--- src/vtp_pkg.sv ---
// Package for the vertex transform block: register indexes, field widths and constants.
// No dependencies.
`timescale 1ns / 1ps
package vtp_pkg;
    localparam int CfgIdxW = 2;
    localparam logic [CfgIdxW-1:0] REG_ROW_X = 2'd0;
    localparam logic [CfgIdxW-1:0] REG_ROW_Y = 2'd1;
    localparam logic [CfgIdxW-1:0] REG_ROW_Z = 2'd2;
    localparam logic signed [15:0] HALF_W = 16'sd128;
    localparam logic signed [15:0] HALF_H = 16'sd128;
    localparam int StageCnt = 32; // one quotient bit per divider cell

    // Data handed from one divider cell to the next.
    typedef struct packed {
        logic               valid;
        logic               zero;
        logic               neg_x;
        logic               neg_y;
        logic               neg_z;
        logic [31:0]        rem_x;  // magnitude remainder, shifting in dividend bits
        logic [31:0]        rem_y;
        logic [31:0]        num_x;  // dividend magnitude bits still to enter
        logic [31:0]        num_y;
        logic [15:0]        den;    // divisor magnitude
        logic [31:0]        q_x;
        logic [31:0]        q_y;
    } t_div;
endpackage

--- src/vtp_div_cell.sv ---
// One restoring-division cell: produces one quotient bit of x and y per cycle while enabled.
// Depends on vtp_pkg.
`timescale 1ns / 1ps
module vtp_div_cell import vtp_pkg::*; (
    input  logic i_clk,
    input  logic i_rst_n,
    input  logic i_en,
    input  t_div i_d,
    output t_div o_d
);
    t_div r_d, n_d;
    logic [32:0] w_rx, w_ry;

    always_comb begin
        n_d   = i_d;
        w_rx  = {i_d.rem_x, i_d.num_x[31]};
        w_ry  = {i_d.rem_y, i_d.num_y[31]};
        n_d.num_x = {i_d.num_x[30:0], 1'b0};
        n_d.num_y = {i_d.num_y[30:0], 1'b0};
        if (w_rx >= {17'd0, i_d.den}) begin
            n_d.rem_x = 32'(w_rx - {17'd0, i_d.den});
            n_d.q_x   = {i_d.q_x[30:0], 1'b1};
        end else begin
            n_d.rem_x = w_rx[31:0];
            n_d.q_x   = {i_d.q_x[30:0], 1'b0};
        end
        if (w_ry >= {17'd0, i_d.den}) begin
            n_d.rem_y = 32'(w_ry - {17'd0, i_d.den});
            n_d.q_y   = {i_d.q_y[30:0], 1'b1};
        end else begin
            n_d.rem_y = w_ry[31:0];
            n_d.q_y   = {i_d.q_y[30:0], 1'b0};
        end
    end

    always_ff @(posedge i_clk) begin
        if (!i_rst_n) begin
            r_d.valid <= 1'b0;
        end else if (i_en) begin
            r_d <= n_d;
        end
    end

    assign o_d = r_d;
endmodule

--- config.mk ---
export PLATFORM = sky130hd
export DESIGN_NAME = vtp_div_cell
export DESIGN_NICKNAME = d
export VERILOG_FILES = /design/src/vtp_pkg.sv /design/src/vtp_div_cell.sv
export SDC_FILE = /design/constraint.sdc
export NUM_CORES = 1
export LEC_CHECK = 0
export ABC_CLOCK_PERIOD_IN_PS = 14350
export BUFFER_PORTS_ARGS = -buffer_cell sky130_fd_sc_hd__buf_2
export CAP_MARGIN = 0
export CORE_UTILIZATION = 28
export CTS_CLUSTER_DIAMETER = 100
export CTS_CLUSTER_SIZE = 40
export DETAILED_ROUTE_END_ITERATION = 8
export HOLD_SLACK_MARGIN = 0.05
export PLACE_DENSITY = 0.62
export REMOVE_ABC_BUFFERS = 1
export SYNTH_ARGS = -nofsm -noshare
export SYNTH_HDL_FRONTEND = slang
export SYNTH_SLANG_ARGS = --single-unit
--- constraint.sdc ---
create_clock -name i_clk -period 14.35 [get_ports i_clk]
set_input_delay 2.87 -clock i_clk [delete_from_list [all_inputs] [get_ports i_clk]]
set_output_delay 2.87 -clock i_clk [all_outputs]
set_load 0.02 [all_outputs]
After elaboration in Yosys (flattened, before gate mapping)

Cells that the tools add are included.

$add $sub $neg: 2
Order comparisons: 2
Muxes and demuxes: 4
Reduce and logical (&&, ||, !) cells: 1

Operators with widths:

| operator         | count |
|---|---|
| $ge 33x16->1     | 2 |
| $mux 32          | 2 |
| $sub 32x16->32   | 2 |
| $mux 1           | 2 |
| $reduce_and 2->1 | 1 |

Flip-flop bits (word level): 211
Bits of input ports: 216
Output and inout port bits: 213
Word-level logic and storage cells: 21

Logic depth before layout (Yosys ltp)

Depth in word-level cells: 2
Gate-level depth with buffers: 12
Gate-level depth less buffers: 10

Worst setup path after synthesis

OpenSTA, ideal clock, no wires.

Path type: input to register
Start: input port i_en
End: register r_d (netlist bit o_d[0]) (enable)
Library setup time: 0.595 ns
Arrival: 7.631 ns
Required time: 13.755 ns
Setup slack: 6.124 ns
Stages: 1
Buffers on the path: 0
Path through: and2_1

Cells in the longest elaborated chain, start to end: 1

RTL lines:

| element                           | line               | source |
|---|---|---|
| from (decl)                       | vtp_div_cell.sv:7  | `input logic i_en,` |
| $reduce_and 2->1 (no source line) | --                 |  |
| to (signal assigned)              | vtp_div_cell.sv:40 | `r_d <= n_d;` |
| to (decl)                         | vtp_div_cell.sv:11 | `t_div r_d, n_d;` |

No other way between the ends.
A chain may end at the register's enable or synchronous reset.

==> flow_metrics.py <==
metrics = {
    "logic_synthesis": {
        "ys_ff_latch": 211,
        "yosysTopAreaCell": "edfxtp_1",
        "synth_xor_area_frac": 0.0475,
        "synth_largest_type_area_fraction": 0.684,
        "synth-edff-count": 210,
        "synth.mux.area_fraction": 0.00719,
        "synth_fa_ha_area_frac": 0.0477,
        "synth_cell_type_count": 70,
        "synthCells": 639,
        "synth.avg_cell_area_um2": 14.4,
        "synth_compound_area_frac": 0.0772,
        "ys_seq_area_frac": 0.686,
        "synth-simple-area-share": 0.115,
        "syn_area_um2": 9230,
        "synth_warnings": 0,
        "synth_top_family_by_area": "simple AND/OR/NAND/NOR gates",
        "async_reset_ff_frac": 0,
        "ys.flop_type": "edfxtp_1",
        "ys_top_cells_by_area": "edfxtp_1, ha_1, xor2_1, xnor2_1, nor2_1",
    },
    "final_layout": {
        "final_common_cell": "buf_2",
        "drive_above_1_share": 0.439,
        "n_fill_cell": 3173,
        "nNetsFinal": 1320,
        "final_cell_mix": "buf_2, edfxtp_1, nor2_1",
        "finish.utilization": 0.382,
        "area_growth_pct": 34.5,
        "largest_reg_flops": 211,
    },
    "hold_path": {
        "whs_endpoint": "o_d[212]",
        "holdPathStages": 2,
        "hold_path_class": "flip-flop to flip-flop",
        "hp-start": "o_d[212]",
    },
    "routing": {
        "wirelength_mm": 29.1,
        "drt-pass1-iter-count": 5,
        "wl_per_cell_um": 19.1,
        "post-route-drc-count": 0,
        "drt-vias-per-instance": 4.57,
        "drt_first_iter_violations": 417,
        "vias": 6949,
        "postRouteAntennaNets": 0,
    },
    "clocking": {
        "h-tree-depth": 1,
        "clk_pin_slew_worst_paths_ns": 0.11,
        "cts_tree": "built",
        "clock-sinks": 211,
        "insertion_delay_ns": 0.48,
        "cts_setup_buffers": 0,
        "cts.hold.buffers_added": 0,
        "cts.repair.resized": 0,
        "cts_buffers": 13,
        "cts_root_buf": "clkbuf_16",
        "clock_path_buffers": 3,
    },
    "sta": {
        "layout_min_cycle_time_ns": 5.84,
        "worst_pin_slew_ns": 1.04,
        "tns_ns": 0,
        "holdWs_ns": 0.548,
        "relSlewSlack": 0.310,
        "clock_skew_ns": 0,
        "final-setup-viol-count": 0,
        "max_freq_ghz": 0.171,
        "slew_viol_final": 0,
        "period_share": 0.407,
        "rsz0062_at_grt": "false",
        "hold_viol_final": 0,
    },
    "grt": {
        "grt_max_degree": 80,
        "track_usage": 0.163,
        "grt_pass1_wl_mm": 41.2,
        "grt_pass1_vias": 6730,
        "gr-total-overflow": 0,
        "antenna_found_initial": 11,
    },
    "power_and_ir_drop": {
        "irDropWorstVdd_mv": 0.0838,
        "p_leak_nw": 5.16,
        "total_power_mw": 1.46,
        "power_density_nw_per_um2": 118,
    },
    "die": {
        "placementRows": 66,
        "die_w_um": 184,
        "coreArea_um2": 32500,
        "dieArea_um2": 33700,
        "fp.dieH_um": 184,
        "initial_core_util": 0.284,
        "ios": 429,
    },
    "critical_path": {
        "setup.worst_path.start": "i_d[163]",
        "reg2reg_slack_ns": 13.74,
        "required_ns": 14.59,
        "path_class": "primary input to flip-flop",
        "r2r_cells": 2,
        "r2r_start": "o_d[212]",
        "crit_fanout": 26,
        "start_kind": "primary input",
        "cp.arrival_ns": 6.08,
        "end_kind": "flip-flop",
        "r2r_end": "o_d[212]",
    },
    "run_status": {
        "status": "finished, final reports clean",
    },
    "placed_design": {
        "dp_hpwl_mm": 23.0,
        "gp_congestion": 0.840,
        "io_buffers": 424,
    },
    "run": {
        "max_cap_viol_count": 0,
    },
}
## metrics by stage
stage / cells / setup slack, ns / instance area [µm²]
2_1_floorplan: 627 / 6.12 / 9170
3_3_place_gp: 1497 / 8.05 / 11900
3_5_place_dp: 1497 / 8.01 / 11900
4_1_cts: 1518 / 8.53 / 12400
5_1_grt: 1519 / 8.35 / 12400
6_report: 1520 / 8.51 / 12400
## power breakdown
group / internal [mW] / switching, mW
clock network: 0.196 / 0.260
registers: 0.732 / 0.0102
logic: 0.0937 / 0.167
## critical path, stage by stage
cell and delay (ns):
buf_2 0.12, or4_1 0.58, or4b_1 0.62, nor4_1 0.34
o31a_1 0.28, nand4_1 0.48, buf_4 0.44, mux2_1 0.34
## cells in the mapped netlist, drive strengths merged (3+ instances only)
master and number:
or2 5, o21a 10, nand4b 6, mux2 5, clkbuf 7, xor2 31
o31ai 9, nand2b 6, nor4b 4, a31oi 3, a21o 6, or3 8
o21ai 29, or4 8, nand3b 5, o31a 4, nand3 13, nand2 31
buf 6, nor3 19, nor2 44, xnor2 19, a211oi 3, a21oi 26
nor2b 9, or4b 4, nand4 5, edfxtp 210, ha 32, nor4 7
inv 31
## kinds of logic (layout without fill, tap and decap cells)
kind of cell	count (synthesis)	count (layout)
DFF	211	211
other	1	4
adders and majority gates	34	34
xor gates and xnor gates	50	50
muxes	6	6
and+or+nand+nor	183	183
AOI/OAI and AO/OA	110	110
buffers and inverters	44	480
## layout make-up
cell class                      instances  area, µm²  area share
Antenna cell                            2       5.00    0.000403
Clock buffer                           13        325      0.0262
Clock inverter                          8        199      0.0160
Timing Repair Buffer                  428       2150       0.173
Inverter                               31        116     0.00938
Multi-Input combinational cell        385       2730       0.220
Tap cell                              442        553      0.0446
Sequential cell                       211       6330       0.510
## routing by layer
metal,vias to the layer above,GRT usage,wire length [µm]
met5,-,0,92
met4,14,0.0457,726
met3,51,0.0555,2720
met2,294,0.281,14000
met1,3307,0.193,11500
li1,3283,-,-
## how the worst max path moves through the flow
stage	slack, ns	end
final	8.51	o_d[153]
after CTS	8.53	o_d[153]
after floorplan	6.12	o_d[0]
after global placement	8.05	o_d[153]
after global routing	8.35	o_d[148]
after detailed placement	8.01	o_d[153]
No activity file was read; power rests on OpenSTA's default activity.
